**src/rtl/rewg_pkg.sv**
```systemverilog
// rewg_pkg: shared types and constants for the RSSI EWMA hysteresis gate.
// No dependencies; imported by rewg_cfg, rewg_core and the top level.
package rewg_pkg;

    localparam int Q4_FRAC   = 4;
    localparam int AVG_W     = 12;
    localparam int DBM_W     = 8;
    localparam int TIME_W    = 32;
    localparam int MS_W      = 16;
    localparam int SHIFT_W   = 4;
    localparam int CFG_IDX_W = 3;
    localparam int CFG_DAT_W = 16;

    localparam logic [CFG_IDX_W-1:0] CFG_SMOOTH_SHIFT = 3'd0;
    localparam logic [CFG_IDX_W-1:0] CFG_OPEN_LEVEL   = 3'd1;
    localparam logic [CFG_IDX_W-1:0] CFG_CLOSE_LEVEL  = 3'd2;
    localparam logic [CFG_IDX_W-1:0] CFG_RISE_OPEN    = 3'd3;
    localparam logic [CFG_IDX_W-1:0] CFG_RISE_WINDOW  = 3'd4;
    localparam logic [CFG_IDX_W-1:0] CFG_HOLD_CAP     = 3'd5;
    localparam logic [CFG_IDX_W-1:0] CFG_CLOSE_DELAY  = 3'd6;

    localparam logic [SHIFT_W-1:0]       RST_SMOOTH_SHIFT = 4'd2;
    localparam logic signed [DBM_W-1:0]  RST_OPEN_LEVEL   = -8'sd60;
    localparam logic signed [DBM_W-1:0]  RST_CLOSE_LEVEL  = -8'sd75;
    localparam logic [DBM_W-1:0]         RST_RISE_OPEN    = 8'd0;
    localparam logic [MS_W-1:0]          RST_RISE_WINDOW  = 16'd1000;
    localparam logic [MS_W-1:0]          RST_HOLD_CAP     = 16'd0;
    localparam logic [MS_W-1:0]          RST_CLOSE_DELAY  = 16'd2000;

    typedef struct packed {
        logic [SHIFT_W-1:0]      smoothing_shift;
        logic signed [DBM_W-1:0] open_level_dbm;
        logic signed [DBM_W-1:0] close_level_dbm;
        logic [DBM_W-1:0]        rise_open_db;
        logic [MS_W-1:0]         rise_window_ms;
        logic [MS_W-1:0]         hold_cap_ms;
        logic [MS_W-1:0]         close_delay_ms;
    } t_cfg;

    typedef struct packed {
        logic                    mode;
        logic                    sample_valid;
        logic signed [DBM_W-1:0] rx_dbm;
        logic [TIME_W-1:0]       time_ms;
    } t_item;

    typedef struct packed {
        logic                    gate_open;
        logic                    was_capped;
        logic signed [DBM_W-1:0] level_dbm;
    } t_res;

endpackage

```
**src/rtl/rewg_smp_if.sv**
```systemverilog
// rewg_smp_if: sample/hold-event channel, valid/ready with payload fields.
// Depends on nothing.
interface rewg_smp_if;
    logic        valid;
    logic        ready;
    logic        mode;
    logic        sample_valid;
    logic signed [7:0] rx_dbm;
    logic [31:0] time_ms;

    modport source (output valid, output mode, output sample_valid,
                    output rx_dbm, output time_ms, input ready);
    modport sink   (input valid, input mode, input sample_valid,
                    input rx_dbm, input time_ms, output ready);
endinterface

```
**src/rtl/rewg_res_if.sv**
```systemverilog
// rewg_res_if: result channel, valid/ready with gate state payload.
// Depends on nothing.
interface rewg_res_if;
    logic              valid;
    logic              ready;
    logic              gate_open;
    logic              was_capped;
    logic signed [7:0] level_dbm;

    modport source (output valid, output gate_open, output was_capped,
                    output level_dbm, input ready);
    modport sink   (input valid, input gate_open, input was_capped,
                    input level_dbm, output ready);
endinterface

```
**src/rtl/rewg_cfg.sv**
```systemverilog
// rewg_cfg: configuration register file, written by index.
// Depends on rewg_pkg.
module rewg_cfg (
    input  logic                             i_clk,
    input  logic                             i_rst_n,
    input  logic                             i_cfg_we,
    input  logic [rewg_pkg::CFG_IDX_W-1:0]   i_cfg_idx,
    input  logic [rewg_pkg::CFG_DAT_W-1:0]   i_cfg_data,
    output rewg_pkg::t_cfg                   o_cfg
);
    import rewg_pkg::*;

    t_cfg r_cfg;

    always_ff @(posedge i_clk) begin
        if (!i_rst_n) begin
            r_cfg.smoothing_shift <= RST_SMOOTH_SHIFT;
            r_cfg.open_level_dbm  <= RST_OPEN_LEVEL;
            r_cfg.close_level_dbm <= RST_CLOSE_LEVEL;
            r_cfg.rise_open_db    <= RST_RISE_OPEN;
            r_cfg.rise_window_ms  <= RST_RISE_WINDOW;
            r_cfg.hold_cap_ms     <= RST_HOLD_CAP;
            r_cfg.close_delay_ms  <= RST_CLOSE_DELAY;
        end else if (i_cfg_we) begin
            case (i_cfg_idx)
                CFG_SMOOTH_SHIFT: r_cfg.smoothing_shift <= i_cfg_data[SHIFT_W-1:0];
                CFG_OPEN_LEVEL:   r_cfg.open_level_dbm  <= $signed(i_cfg_data[DBM_W-1:0]);
                CFG_CLOSE_LEVEL:  r_cfg.close_level_dbm <= $signed(i_cfg_data[DBM_W-1:0]);
                CFG_RISE_OPEN:    r_cfg.rise_open_db    <= i_cfg_data[DBM_W-1:0];
                CFG_RISE_WINDOW:  r_cfg.rise_window_ms  <= i_cfg_data[MS_W-1:0];
                CFG_HOLD_CAP:     r_cfg.hold_cap_ms     <= i_cfg_data[MS_W-1:0];
                CFG_CLOSE_DELAY:  r_cfg.close_delay_ms  <= i_cfg_data[MS_W-1:0];
                default: begin
                end
            endcase
        end
    end

    assign o_cfg = r_cfg;

endmodule

```
**src/rtl/rewg_core.sv**
```systemverilog
// rewg_core: gate state registers and the single-pass update for one item.
// Depends on rewg_pkg; result is combinational from the registered item.
module rewg_core (
    input  logic              i_clk,
    input  logic              i_rst_n,
    input  logic              i_fire,
    input  rewg_pkg::t_item   i_item,
    input  rewg_pkg::t_cfg    i_cfg,
    output rewg_pkg::t_res    o_res
);
    import rewg_pkg::*;

    localparam int DIFF_W = AVG_W + SHIFT_W + 2;

    logic [AVG_W-1:0]  r_avg, n_avg;
    logic              r_primed, n_primed;
    logic [AVG_W-1:0]  r_mid_q4, n_mid_q4;
    logic [TIME_W-1:0] r_mid_time, n_mid_time;
    logic              r_mid_valid, n_mid_valid;
    logic [AVG_W-1:0]  r_old_q4, n_old_q4;
    logic [TIME_W-1:0] r_old_time, n_old_time;
    logic              r_old_valid, n_old_valid;
    logic              r_open, n_open;
    logic              r_below, n_below;
    logic [TIME_W-1:0] r_below_start, n_below_start;
    logic              r_hold, n_hold;
    logic [TIME_W-1:0] r_hold_start, n_hold_start;
    logic              r_capped, n_capped;

    logic [AVG_W-1:0]  s_q4;
    logic [DIFF_W-1:0] diff, bias, biased, step;
    logic [AVG_W-1:0]  avg_upd;
    logic [TIME_W-1:0] now, dt_mid, dt_old, dt_hold, dt_below;
    logic              ref_shift;
    logic [AVG_W-1:0]  ref_old_q4;
    logic [TIME_W-1:0] ref_old_time;
    logic              ref_old_valid;
    logic [AVG_W:0]    rise_diff;
    logic [AVG_W-1:0]  open_q4, close_q4;
    logic              lvl_open, rise_open, cap_open;
    logic [AVG_W-1:0]  lvl_tmp;

    assign now     = i_item.time_ms;
    assign s_q4    = {i_item.rx_dbm, {Q4_FRAC{1'b0}}};
    assign open_q4 = {i_cfg.open_level_dbm, {Q4_FRAC{1'b0}}};
    assign close_q4 = {i_cfg.close_level_dbm, {Q4_FRAC{1'b0}}};

    // step = (s - avg) / 2^shift, truncated toward zero
    assign diff   = {{(DIFF_W-AVG_W){s_q4[AVG_W-1]}}, s_q4}
                  - {{(DIFF_W-AVG_W){r_avg[AVG_W-1]}}, r_avg};
    assign bias   = diff[DIFF_W-1] ? ((DIFF_W'(1) << i_cfg.smoothing_shift) - DIFF_W'(1))
                                   : '0;
    assign biased = diff + bias;
    assign step   = DIFF_W'($signed(biased) >>> i_cfg.smoothing_shift);
    assign avg_upd = r_primed ? (r_avg + step[AVG_W-1:0]) : s_q4;

    // mid point ages into the old point once half a window old
    assign ref_shift     = r_mid_valid
                         && (dt_mid >= {17'd0, i_cfg.rise_window_ms[MS_W-1:1]});
    assign ref_old_q4    = ref_shift ? r_mid_q4 : r_old_q4;
    assign ref_old_time  = ref_shift ? r_mid_time : r_old_time;
    assign ref_old_valid = ref_shift || r_old_valid;

    assign dt_mid   = now - r_mid_time;
    assign dt_old   = now - ref_old_time;
    assign dt_hold  = now - r_hold_start;
    assign dt_below = now - r_below_start;
    assign rise_diff = {avg_upd[AVG_W-1], avg_upd} - {ref_old_q4[AVG_W-1], ref_old_q4};

    assign lvl_open  = $signed(avg_upd) >= $signed(open_q4);
    assign rise_open = (i_cfg.rise_open_db != '0) && ref_old_valid
                     && (dt_old <= {15'd0, i_cfg.rise_window_ms, 1'b0})
                     && ($signed({rise_diff[AVG_W], rise_diff})
                         >= $signed({2'b00, i_cfg.rise_open_db, {Q4_FRAC{1'b0}}}))
                     && ($signed(avg_upd) > $signed(close_q4));
    assign cap_open  = r_hold && (i_cfg.hold_cap_ms != '0)
                     && (dt_hold >= {16'd0, i_cfg.hold_cap_ms});

    always_comb begin
        n_avg         = r_avg;
        n_primed      = r_primed;
        n_mid_q4      = r_mid_q4;
        n_mid_time    = r_mid_time;
        n_mid_valid   = r_mid_valid;
        n_old_q4      = r_old_q4;
        n_old_time    = r_old_time;
        n_old_valid   = r_old_valid;
        n_open        = r_open;
        n_below       = r_below;
        n_below_start = r_below_start;
        n_hold        = r_hold;
        n_hold_start  = r_hold_start;
        n_capped      = r_capped;
        if (i_item.mode) begin
            n_hold       = 1'b1;
            n_capped     = 1'b0;
            n_hold_start = now;
        end else if (i_item.sample_valid) begin
            n_avg    = avg_upd;
            n_primed = 1'b1;
            if (!r_mid_valid) begin
                n_mid_q4    = avg_upd;
                n_mid_time  = now;
                n_mid_valid = 1'b1;
            end else if (ref_shift) begin
                n_old_q4    = r_mid_q4;
                n_old_time  = r_mid_time;
                n_old_valid = 1'b1;
                n_mid_q4    = avg_upd;
                n_mid_time  = now;
            end
            if (!r_open) begin
                if (!lvl_open && !rise_open && cap_open) begin
                    n_capped = 1'b1;
                end
                if (lvl_open || rise_open || cap_open) begin
                    n_open  = 1'b1;
                    n_below = 1'b0;
                    n_hold  = 1'b0;
                end
            end else if ($signed(avg_upd) <= $signed(close_q4)) begin
                if (!r_below) begin
                    n_below       = 1'b1;
                    n_below_start = now;
                end else if (dt_below >= {16'd0, i_cfg.close_delay_ms}) begin
                    n_open  = 1'b0;
                    n_below = 1'b0;
                end
            end else begin
                n_below = 1'b0;
            end
        end
    end

    always_ff @(posedge i_clk) begin
        if (!i_rst_n) begin
            r_avg         <= '0;
            r_primed      <= 1'b0;
            r_mid_q4      <= '0;
            r_mid_time    <= '0;
            r_mid_valid   <= 1'b0;
            r_old_q4      <= '0;
            r_old_time    <= '0;
            r_old_valid   <= 1'b0;
            r_open        <= 1'b0;
            r_below       <= 1'b0;
            r_below_start <= '0;
            r_hold        <= 1'b0;
            r_hold_start  <= '0;
            r_capped      <= 1'b0;
        end else if (i_fire) begin
            r_avg         <= n_avg;
            r_primed      <= n_primed;
            r_mid_q4      <= n_mid_q4;
            r_mid_time    <= n_mid_time;
            r_mid_valid   <= n_mid_valid;
            r_old_q4      <= n_old_q4;
            r_old_time    <= n_old_time;
            r_old_valid   <= n_old_valid;
            r_open        <= n_open;
            r_below       <= n_below;
            r_below_start <= n_below_start;
            r_hold        <= n_hold;
            r_hold_start  <= n_hold_start;
            r_capped      <= n_capped;
        end
    end

    // level = avg / 16 toward zero
    assign lvl_tmp = n_avg + {{(AVG_W-Q4_FRAC){1'b0}}, {Q4_FRAC{n_avg[AVG_W-1]}}};

    assign o_res.gate_open  = n_open;
    assign o_res.was_capped = n_capped;
    assign o_res.level_dbm  = $signed(lvl_tmp[AVG_W-1:Q4_FRAC]);

endmodule

```
**src/rtl/rssi_ewma_hysteresis_gate.sv**
```systemverilog
// rssi_ewma_hysteresis_gate: top level; input register, core update, result register.
// The core result is combinational from the input register; the result register captures it when the core fires.
// Throughput one beat per cycle while o_res.ready is high; the result register stalls on o_res.ready.
// The input register refills in the same cycle that it hands its beat on.
// Synchronous active-low reset clears all gate state and loads register defaults.
// Depends on rewg_pkg, rewg_smp_if, rewg_res_if, rewg_cfg, rewg_core.
module rssi_ewma_hysteresis_gate (
    input  logic                            i_clk,
    input  logic                            i_rst_n,
    rewg_smp_if.sink                        i_smp,
    rewg_res_if.source                      o_res,
    input  logic                            i_cfg_we,
    input  logic [rewg_pkg::CFG_IDX_W-1:0]  i_cfg_idx,
    input  logic [rewg_pkg::CFG_DAT_W-1:0]  i_cfg_data
);
    import rewg_pkg::*;

    t_cfg  cfg;
    t_item r_in;
    logic  r_in_vld;
    t_res  r_out;
    logic  r_out_vld;
    t_res  res;
    logic  fire;

    assign fire        = r_in_vld && (!r_out_vld || o_res.ready);
    assign i_smp.ready = !r_in_vld || fire;

    rewg_cfg u_cfg (
        .i_clk      (i_clk),
        .i_rst_n    (i_rst_n),
        .i_cfg_we   (i_cfg_we),
        .i_cfg_idx  (i_cfg_idx),
        .i_cfg_data (i_cfg_data),
        .o_cfg      (cfg)
    );

    rewg_core u_core (
        .i_clk   (i_clk),
        .i_rst_n (i_rst_n),
        .i_fire  (fire),
        .i_item  (r_in),
        .i_cfg   (cfg),
        .o_res   (res)
    );

    always_ff @(posedge i_clk) begin
        if (!i_rst_n) begin
            r_in_vld  <= 1'b0;
            r_out_vld <= 1'b0;
        end else begin
            if (i_smp.ready) begin
                r_in_vld <= i_smp.valid;
            end
            if (fire) begin
                r_out_vld <= 1'b1;
            end else if (o_res.ready) begin
                r_out_vld <= 1'b0;
            end
        end
    end

    always_ff @(posedge i_clk) begin
        if (i_smp.valid && i_smp.ready) begin
            r_in.mode         <= i_smp.mode;
            r_in.sample_valid <= i_smp.sample_valid;
            r_in.rx_dbm       <= i_smp.rx_dbm;
            r_in.time_ms      <= i_smp.time_ms;
        end
        if (fire) begin
            r_out <= res;
        end
    end

    assign o_res.valid      = r_out_vld;
    assign o_res.gate_open  = r_out.gate_open;
    assign o_res.was_capped = r_out.was_capped;
    assign o_res.level_dbm  = r_out.level_dbm;

endmodule

```
**src/flat_wrapper.sv**
```systemverilog
// flat-port wrapper written by rule: the top's interface ports become plain ports
module rssi_ewma_hysteresis_gate_flat import rewg_pkg::*;
  (i_clk, i_rst_n, i_cfg_we, i_cfg_idx, i_cfg_data, i_smp_valid, i_smp_mode, i_smp_sample_valid, i_smp_rx_dbm, i_smp_time_ms, i_smp_ready, o_res_valid, o_res_gate_open, o_res_was_capped, o_res_level_dbm, o_res_ready);
  rewg_smp_if i_smp_i ();
  rewg_res_if o_res_i ();
  input  logic i_clk;
  input  logic i_rst_n;
  input  logic i_cfg_we;
  input  logic [rewg_pkg::CFG_IDX_W-1:0] i_cfg_idx;
  input  logic [rewg_pkg::CFG_DAT_W-1:0] i_cfg_data;
  input wire logic [$bits(i_smp_i.valid)-1:0] i_smp_valid;
  input wire logic [$bits(i_smp_i.mode)-1:0] i_smp_mode;
  input wire logic [$bits(i_smp_i.sample_valid)-1:0] i_smp_sample_valid;
  input wire logic [$bits(i_smp_i.rx_dbm)-1:0] i_smp_rx_dbm;
  input wire logic [$bits(i_smp_i.time_ms)-1:0] i_smp_time_ms;
  output wire logic [$bits(i_smp_i.ready)-1:0] i_smp_ready;
  output wire logic [$bits(o_res_i.valid)-1:0] o_res_valid;
  output wire logic [$bits(o_res_i.gate_open)-1:0] o_res_gate_open;
  output wire logic [$bits(o_res_i.was_capped)-1:0] o_res_was_capped;
  output wire logic [$bits(o_res_i.level_dbm)-1:0] o_res_level_dbm;
  input wire logic [$bits(o_res_i.ready)-1:0] o_res_ready;
  assign i_smp_i.valid = i_smp_valid;
  assign i_smp_i.mode = i_smp_mode;
  assign i_smp_i.sample_valid = i_smp_sample_valid;
  assign i_smp_i.rx_dbm = i_smp_rx_dbm;
  assign i_smp_i.time_ms = i_smp_time_ms;
  assign i_smp_ready = i_smp_i.ready;
  assign o_res_valid = o_res_i.valid;
  assign o_res_gate_open = o_res_i.gate_open;
  assign o_res_was_capped = o_res_i.was_capped;
  assign o_res_level_dbm = o_res_i.level_dbm;
  assign o_res_i.ready = o_res_ready;
  rssi_ewma_hysteresis_gate u_core (.i_clk(i_clk), .i_rst_n(i_rst_n), .i_smp(i_smp_i), .o_res(o_res_i), .i_cfg_we(i_cfg_we), .i_cfg_idx(i_cfg_idx), .i_cfg_data(i_cfg_data));
endmodule
```
**config.mk**
```make
export PLATFORM = sky130hd
export DESIGN_NAME = rssi_ewma_hysteresis_gate_flat
export DESIGN_NICKNAME = d
export VERILOG_FILES = /design/src/rtl/rewg_pkg.sv /design/src/rtl/rewg_smp_if.sv /design/src/rtl/rewg_res_if.sv /design/src/rtl/rewg_cfg.sv /design/src/rtl/rewg_core.sv /design/src/rtl/rssi_ewma_hysteresis_gate.sv /design/src/flat_wrapper.sv
export SDC_FILE = /design/constraint.sdc
export NUM_CORES = 1
export LEC_CHECK = 0
export ABC_AREA = 1
export BUFFER_PORTS_ARGS = -buffer_cell sky130_fd_sc_hd__buf_2
export CORE_UTILIZATION = 35
export CTS_CLUSTER_DIAMETER = 120
export DETAILED_ROUTE_END_ITERATION = 8
export GPL_TIMING_DRIVEN = 0
export PLACE_DENSITY = 0.5
export SLEW_MARGIN = 20
export SYNTH_ARGS = -nofsm -noshare
export SYNTH_HDL_FRONTEND = slang
export SYNTH_SLANG_ARGS = --single-unit
```
**constraint.sdc**
```tcl
create_clock -name i_clk -period 23.6 [get_ports i_clk]
set_clock_uncertainty 0.1 [all_clocks]
set_input_delay 2.36 -clock i_clk [delete_from_list [all_inputs] [get_ports i_clk]]
set_output_delay 2.36 -clock i_clk [all_outputs]
set_load 0.03 [all_outputs]
```
==> results of run 1 <==
[worst paths after layout]
path                                     to  slack, ns                           start
max                 u_core.o_res.was_capped      13.24          u_core.u_cfg.o_cfg[72]
min          u_core.u_core.r_hold_start[21]       0.36  u_core.u_core.r_hold_start[21]
max reg2reg         u_core.o_res.was_capped      13.24          u_core.u_cfg.o_cfg[72]
min reg2reg  u_core.u_core.r_hold_start[21]       0.36  u_core.u_core.r_hold_start[21]
[layout by cell type, fill, tap and decap left out, types with 13 or more instances in the layout]
master,instances
a211oi_1,28
a21o_1,20
a21oi_1,344
a21oi_2,29
a31oi_1,28
buf_2,88
clkbuf_1,68
clkbuf_16,41
dfxtp_1,248
edfxtp_1,52
ha_1,260
inv_1,485
nand2_1,685
nand3_1,165
nand4_1,33
nor2_1,300
nor3_1,41
nor4_1,13
o211ai_1,28
o21ai_0,300
o21ai_1,46
o21bai_1,20
xnor2_1,40
xor2_1,91
[sequential cells by signal, summed over array words and instances, names as in the netlist]
name                         flops
u_core.o_res.gate_open           1
u_core.o_res.level_dbm           8
u_core.o_res.valid               1
u_core.o_res.was_capped          1
u_core.r_in                     42
u_core.r_in_vld                  1
u_core.u_cfg.o_cfg              76
u_core.u_core.r_avg             12
u_core.u_core.r_below            1
u_core.u_core.r_below_start     32
u_core.u_core.r_capped           1
u_core.u_core.r_hold             1
u_core.u_core.r_hold_start      32
u_core.u_core.r_mid_q4          12
u_core.u_core.r_mid_time        32
u_core.u_core.r_mid_valid        1
u_core.u_core.r_old_q4          12
u_core.u_core.r_old_time        32
u_core.u_core.r_old_valid        1
u_core.u_core.r_open             1
[per-layer routing]
layer | vias to the layer above | track usage [%] | part of all wire (%)
li1 | 11900 | - | -
met1 | 10500 | 34.3 | 50
met2 | 456 | 37.1 | 43
met3 | 96 | 3.26 | 5.0
met4 | 0 | 6.40 | 2.5
met5 | - | 0 | 0
[worst max-delay path: cells and delay by family (launching register included)]
family                     cells  cell delay [ns]
adders and majority gates      5             1.58
xor gates and xnor gates       2             0.58
buffers and inverters          5             1.13
AOI/OAI and AO/OA             11             2.75
DFF                            1             0.37
and+or+nand+nor               29             3.56
[power by group]
part / internal [W] / switching, W
Combinational: 0.000173 / 0.000320
Clock: 0.000372 / 0.000251
Sequential: 0.000540 / 0.0000224
Total: 0.00108 / 0.000593
[logic make-up (layout without fill, tap and decap cells)]
group | count (synthesis) | in the layout | synth area share, %
AO/OA/AOI/OAI | 882 | 882 | 20.6
XOR/XNOR | 131 | 131 | 4.81
adder cells (fa/ha/maj) | 266 | 266 | 14.1
buffers and inverters | 585 | 734 | 9.61
flip-flops | 300 | 300 | 27.3
multiplexers | 11 | 11 | 0.461
other | 0 | 3 | 0
AND/OR/NAND/NOR | 1296 | 1296 | 23.0
[layout make-up]
| class | instances | area share (%) |
|---|---|---|
| tap | 873 | 4.09 |
| inverter | 496 | 7.01 |
| clock inverter | 17 | 0.698 |
| multi-input combinational | 2586 | 56.4 |
| timing repair buffer | 77 | 1.53 |
| clock buffer | 55 | 4.26 |
| sequential | 300 | 24.4 |
| buffer | 89 | 1.60 |
| antenna | 3 | 0.0281 |
[through the flow]
stage | setup slack [ns] | cell area [um^2]
floorplan | 15.77 | 23900
global placement | 13.39 | 25300
detailed placement | 13.39 | 25400
CTS | 13.35 | 26700
global route | 12.28 | 26700
finish | 13.24 | 26700
==> impl_metrics.yaml, run 1 <==
critical_path:
  rr_worst_depth: 52
  crit_path_top_delay_cell: "a2111oi_0"
  crit_required_ns: 23.81
  crit_type: "flip-flop to flip-flop"
  cpPeakStageDelay_ns: 0.87
  cp-end-kind: "flip-flop"
  cp.arrival_ns: 10.57
  critPathMostFrequentCell: "nand2_1"
  start_kind: "flip-flop"
  worstPathMaxFanout: 10
logic_synthesis:
  synthFlopType: "dfxtp_1"
  synth_fp_nets: 3803
  syn_area_um2: 23900
  yosysSeqAreaShare_pct: 27.3
  synthCells: 3471
  synthDistinctLibCells: 62
  synthTopCellsByArea: "dfxtp_1, ha_1, nand2_1"
  synth-edff-count: 52
  synthArstFlopShare_pct: 0
  yosysMostFrequentCell: "nand2_1"
  yosys_warnings: 0
  synth_common_cells: "nand2_1, inv_1, a21oi_1, nor2_1, o21ai_0"
  yosysTopAreaCellShare_pct: 20.8
  synth_top_area_cell: "dfxtp_1"
  ys_ff_latch: 300
  synth.avg_cell_area_um2: 6.88
floorplan:
  coreArea_um2: 67300
  rows: 95
  start_util_pct: 35.5
  io_pins: 78
  fp.dieArea_um2: 69300
  fp.dieH_um: 263
  die_width_um: 263
timing:
  rsz0062_at_grt: "false"
  worst_pin_slew_ns: 1.17
  slew_headroom_pct: 21.8
  whs_ns: 0.358
  final-hold-violation-count: 0
  slew_viol_final: 0
  period_needed_ns: 10.36
  fmax_ghz: 0.0965
  finalCritPeriodShare_pct: 43.9
  fin_setup_tns_ns: 0
  final-setup-viol-count: 0
finish:
  syn_to_final_growth_pct: 11.9
  final_core_util_pct: 39.7
  fillers: 7338
  drive_above_1_share_pct: 6.80
  nNetsFinal: 3921
  multi_input_area_um2: 15100
  instances_no_fill: 4496
  layout.area.seq_um2: 6530
drt:
  vias: 23000
  dr.pass1.iters: 7
  totalWireLength_um: 83500
  drc_errors: 0
  first_iter_violations: 1554
  viasPerCell: 5.11
  final_antenna_net_count: 0
  avgRoutedWirePerCell_um: 18.6
placement:
  routabilityCongestion: 0.915
  io_buffers: 76
  dpl.cell_count: 4421
  hpwl_um: 66900
power_and_ir_drop:
  power.density_nw_per_um2: 62.8
  power_w: 0.00168
  ir_drop_v: 0.0000402
  leakage_nw: 11.8
clocking:
  cts_buffers: 39
  clock_path_buffers: 3
  h-tree-depth: 2
  clk_pin_slew_ns: 0.06
  post_cts_resized: 0
  insertion_delay_ns: 0.56
  clock-sinks: 300
  cts_tree: "done"
  root_buffer: "clkbuf_16"
  post_cts_buffers: 0
  postCtsHoldBufs: 0
global_route:
  grt_antenna_before_repair: 2
  grt_pass1_vias: 22200
  overflow: 0
  grt_pass1_wl_um: 129000
  grt_use_total_pct: 23.9
  grt_max_degree: 35
outcome:
  run_status: "finished, final reports clean"
min_path:
  worstHoldPathType: "flip-flop to flip-flop"
  hold_path_depth: 2
flow_run:
  drv_cap: 0
(Power assumes the default switching activity.)
==> inputs of run 2 (changes only) <==
==> constraint.sdc (replaced) <==
create_clock -name i_clk -period 9.76 [get_ports i_clk]
set_clock_uncertainty 0.1 [all_clocks]
set_input_delay 0.976 -clock i_clk [delete_from_list [all_inputs] [get_ports i_clk]]
set_output_delay 0.976 -clock i_clk [all_outputs]
set_load 0.03 [all_outputs]
==> impl_metrics.yaml, run 2 (synthesized netlist as in run 1, its figures left out) <==
timing:
  final-hold-violation-count: 0
  slew_viol_final: 0
  final-setup-viol-count: 0
  finalCritPeriodShare_pct: 92.9
  slew_headroom_pct: 19.5
  worst_pin_slew_ns: 1.21
  period_needed_ns: 9.07
  rsz0062_at_grt: "true"
  fmax_ghz: 0.110
  fin_setup_tns_ns: 0
placement:
  dpl-instance-area_um2: 25400
  routabilityCongestion: 0.915
  dpl.cell_count: 4421
  io_buffers: 76
  hpwl_um: 66900
floorplan:
  start_util_pct: 35.5
  die_width_um: 263
  io_pins: 78
  rows: 95
  fp.dieH_um: 263
  fp.dieArea_um2: 69300
  coreArea_um2: 67300
global_route:
  grt_max_degree: 35
  grt_pass1_wl_um: 129000
  grt_antenna_before_repair: 2
  grt_use_total_pct: 23.9
  overflow: 0
  grt_pass1_vias: 22200
critical_path:
  cp.arrival_ns: 9.27
  reg2reg_from: "u_core.r_in[32]"
  cpPeakStageDelay_ns: 0.46
  crit_path_top_delay_cell: "edfxtp_1"
  crit_type: "flip-flop to flip-flop"
  startpoint: "u_core.r_in[32]"
  critPathMostFrequentCell: "nand2_1"
  start_kind: "flip-flop"
  cp-end-kind: "flip-flop"
  worstPathMaxFanout: 4
  crit_required_ns: 9.97
clocking:
  root_buffer: "clkbuf_16"
  cts_tree: "done"
  cts_buffers: 39
  insertion_delay_ns: 0.56
  clock-sinks: 300
  h-tree-depth: 2
  clock_path_buffers: 3
  postCtsHoldBufs: 0
  clk_pin_slew_ns: 0.06
finish:
  fin_area_um2: 27000
  layout.area.seq_um2: 6540
  syn_to_final_growth_pct: 13.2
  fillers: 7323
  nNetsFinal: 3930
  drive_above_1_share_pct: 8.27
  largest_reg_flops: 76
  final_cell_mix: "nand2_1, inv_1, a21oi_1"
  final_core_util_pct: 40.2
  layout_commonest_cell: "nand2_1"
  multi_input_area_um2: 15300
  instances_no_fill: 4503
drt:
  dr.pass1.iters: 8
  avgRoutedWirePerCell_um: 18.6
  totalWireLength_um: 83700
  first_iter_violations: 1445
  vias: 23100
  drc_errors: 0
  final_antenna_net_count: 0
  viasPerCell: 5.12
min_path:
  worstHoldPathType: "flip-flop to flip-flop"
  hold_start: "u_core.u_core.r_hold_start[21]"
outcome:
  run_status: "finished, final reports clean"
power_and_ir_drop:
  ir_drop_v: 0.0000979
  power_w: 0.00409
  power.density_nw_per_um2: 151
  leakage_nw: 11.9
flow_run:
  drv_cap: 0
==> run 2: layout make-up <==
type | instances | share of cell area [%]
tap | 873 | 4.04
inverter | 496 | 6.93
timing repair buffer | 86 | 1.76
clock inverter | 17 | 0.690
buffer | 89 | 1.60
multi-input combinational | 2586 | 56.6
clock buffer | 55 | 4.21
sequential | 300 | 24.2
antenna | 1 | 0.00926
==> run 2: final timing paths <==
kind	slack [ns]	cells past startpoint	endpoint
worst max-delay path	0.69	63	u_core.o_res.was_capped
worst min-delay path	0.36	2	u_core.u_core.r_hold_start[21]
worst max register to register	0.69	63	u_core.o_res.was_capped
worst min register to register	0.36	2	u_core.u_core.r_hold_start[21]
==> run 2: metrics by stage <==
| step | setup slack, ns | hold WS [ns] |
|---|---|---|
| after floorplan | 1.93 | 0.333 |
| after global placement | -0.450 | 0.348 |
| after detailed placement | -0.446 | 0.352 |
| after CTS | 0.0349 | 0.363 |
| after global routing | -0.0775 | 0.376 |
| final | 0.693 | 0.359 |
==> run 2: repair_timing <==
item / 4_1_cts / 5_1_grt
resized for setup: 8 / 56
endpoints found under the setup margin: 6 / 36
setup buffers: 0 / 9
pin swaps: 0 / 15
==> run 2: worst max-delay path, delay by kind of cell, from the launching register on <==
kind / cells / cell delay (ns)
flops: 1 / 0.46
compound gates: 12 / 1.61
simple gates: 36 / 3.75
buf+inv: 7 / 0.55
xor+xnor: 2 / 0.49
fa+ha+maj: 6 / 1.82
==> run 2: power breakdown <==
part | total (W) | internal [W] | switching [W]
registers | 0.00136 | 0.00131 | 0.0000550
clock network | 0.00150 | 0.000898 | 0.000604
logic | 0.00122 | 0.000435 | 0.000787
total | 0.00409 | 0.00264 | 0.00145
==> run 2: metal layers <==
layer	global-route usage, %	up-vias	routed length [um]
li1	-	11900	-
met1	34.3	10600	41400
met2	37.1	477	35700
met3	3.26	97	4470
met4	6.40	0	2130
met5	0	-	0
==> inputs of run 3 (changes only) <==
--- a/config.mk
+++ b/config.mk
@@ -7,8 +7,10 @@
 export LEC_CHECK = 0
 export ABC_AREA = 1
 export BUFFER_PORTS_ARGS = -buffer_cell sky130_fd_sc_hd__buf_2
+export CORE_MARGIN = 4
 export CORE_UTILIZATION = 35
 export CTS_CLUSTER_DIAMETER = 120
+export CTS_CLUSTER_SIZE = 16
 export DETAILED_ROUTE_END_ITERATION = 8
 export GPL_TIMING_DRIVEN = 0
 export PLACE_DENSITY = 0.5
==> impl_metrics.yaml, run 3 (synthesized netlist as in run 1, its figures left out) <==
outcome:
  run_status: "finished, final reports clean"
critical_path:
  crit_type: "flip-flop to flip-flop"
  cp-end-kind: "flip-flop"
  rr_worst_depth: 60
  startpoint: "u_core.u_cfg.o_cfg[72]"
  start_kind: "flip-flop"
  cpPeakStageDelay_ns: 0.38
  crit_path_top_delay_cell: "ha_1"
  cp.arrival_ns: 9.22
  reg2reg_slack_ns: 0.76
  critPathMostFrequentCell: "nand2_1"
  worstPathMaxFanout: 10
  r2r_end: "u_core.o_res.was_capped"
  reg2reg_from: "u_core.u_cfg.o_cfg[72]"
  worstSetupEndpoint: "u_core.o_res.was_capped"
  crit_required_ns: 9.98
placement:
  hpwl_um: 67200
  dpl-instance-area_um2: 25400
  routabilityCongestion: 0.902
  dpl.cell_count: 4421
  io_buffers: 76
clocking:
  cts_tree: "done"
  h-tree-depth: 1
  clk_pin_slew_ns: 0.08
  clock_path_buffers: 3
  clock-sinks: 300
  cts_buffers: 23
  root_buffer: "clkbuf_16"
  postCtsHoldBufs: 0
  insertion_delay_ns: 0.57
global_route:
  grt_antenna_before_repair: 3
  overflow: 0
  grt_max_degree: 33
  grt_use_total_pct: 22.1
  grt_pass1_wl_um: 127000
  grt_pass1_vias: 21700
floorplan:
  io_pins: 78
  start_util_pct: 35.4
  fp.dieH_um: 269
  rows: 95
  fp.dieArea_um2: 72400
  coreArea_um2: 67400
  die_width_um: 269
drt:
  dr.pass1.iters: 6
  final_antenna_net_count: 0
  first_iter_violations: 1624
  viasPerCell: 5.14
  wl_met3_um: 4460
  top_layer_used: "met5"
  wl_met2_um: 36200
  drc_errors: 0
  avgRoutedWirePerCell_um: 18.7
  vias: 23000
  drt-met1-wl_um: 40800
  totalWireLength_um: 83500
finish:
  fin_area_um2: 26400
  layout_commonest_cell: "nand2_1"
  final_cell_mix: "nand2_1, inv_1, a21oi_1"
  largest_reg_flops: 76
  nNetsFinal: 3918
  final_core_util_pct: 39.2
  syn_to_final_growth_pct: 10.5
  instances_no_fill: 4469
  diodes: 0
  drive_above_1_share_pct: 7.54
power_and_ir_drop:
  power.density_nw_per_um2: 133
  ir_drop_v: 0.0000843
  leakage_nw: 11.6
  power_w: 0.00351
min_path:
  worstHoldPathType: "flip-flop to flip-flop"
timing:
  fmax_ghz: 0.111
  final-setup-viol-count: 0
  final-hold-violation-count: 0
  slew_headroom_pct: 32.1
  slew_viol_final: 0
  worst_pin_slew_ns: 1.02
  period_needed_ns: 9.00
  finalCritPeriodShare_pct: 92.2
flow_run:
  drv_cap: 0
-- run 3: worst min-delay path by stage --
stage                     slack (ns)                            start                         endpoint  cells past startpoint
after global placement          0.35  u_core.u_core.r_below_start[28]  u_core.u_core.r_below_start[28]                      2
after global routing            0.38   u_core.u_core.r_hold_start[26]   u_core.u_core.r_hold_start[26]                      2
final                           0.36   u_core.u_core.r_hold_start[23]   u_core.u_core.r_hold_start[23]                      2
after detailed placement        0.35   u_core.u_core.r_below_start[5]   u_core.u_core.r_below_start[5]                      2
after CTS                       0.36   u_core.u_core.r_below_start[5]   u_core.u_core.r_below_start[5]                      2
after floorplan                 0.33           u_core.u_cfg.o_cfg[56]           u_core.u_cfg.o_cfg[56]                      2
-- run 3: power breakdown --
group | total (W) | internal [W] | switching, W | leakage [nW]
sequential | 0.00136 | 0.00130 | 0.0000553 | 2.52
combinational | 0.00121 | 0.000434 | 0.000780 | 8.77
clock | 0.000937 | 0.000445 | 0.000492 | 0.316
total | 0.00351 | 0.00218 | 0.00133 | 11.6
-- run 3: worst max-delay path: cells and delay by family, from the launching register on --
family                   cells  cell delay (ns)
adder cells (fa/ha/maj)      6             1.80
buffers and inverters        7             0.82
XOR/XNOR                     1             0.19
AND/OR/NAND/NOR             38             4.11
AO/OA/AOI/OAI                8             1.32
flip-flops                   1             0.37
-- run 3: area by class of cell --
class	instances	area, um^2
Clock inverter	3	33.8
Sequential cell	300	6550
Buffer	89	439
Tap cell	873	1090
Clock buffer	32	619
Multi-Input combinational cell	2586	15300
Timing Repair Buffer	90	498
Fill cell	7279	41000
Inverter	496	1870
-- run 3: what timing repair did --
action	in CTS	in global routing
setup buffers	0	13
endpoints found under the setup margin	7	38
pin swaps	0	13
resized for setup	9	65
cloned	0	0
-- run 3: metal layers --
metal,vias to the layer above,track usage [%]
li1,11800,-
met1,10600,32.0
met2,485,35.3
met3,72,2.63
met4,4,4.73
met5,-,0
-- run 3: through the flow --
stage / setup WS, ns / setup TNS [ns] / hold WS, ns
2_1_floorplan: 1.93 / 0 / 0.333
3_3_place_gp: -0.524 / -2.46 / 0.349
3_5_place_dp: -0.463 / -2.14 / 0.352
4_1_cts: 0.00967 / 0 / 0.364
5_1_grt: -0.0405 / -0.0405 / 0.382
6_report: 0.761 / 0 / 0.362
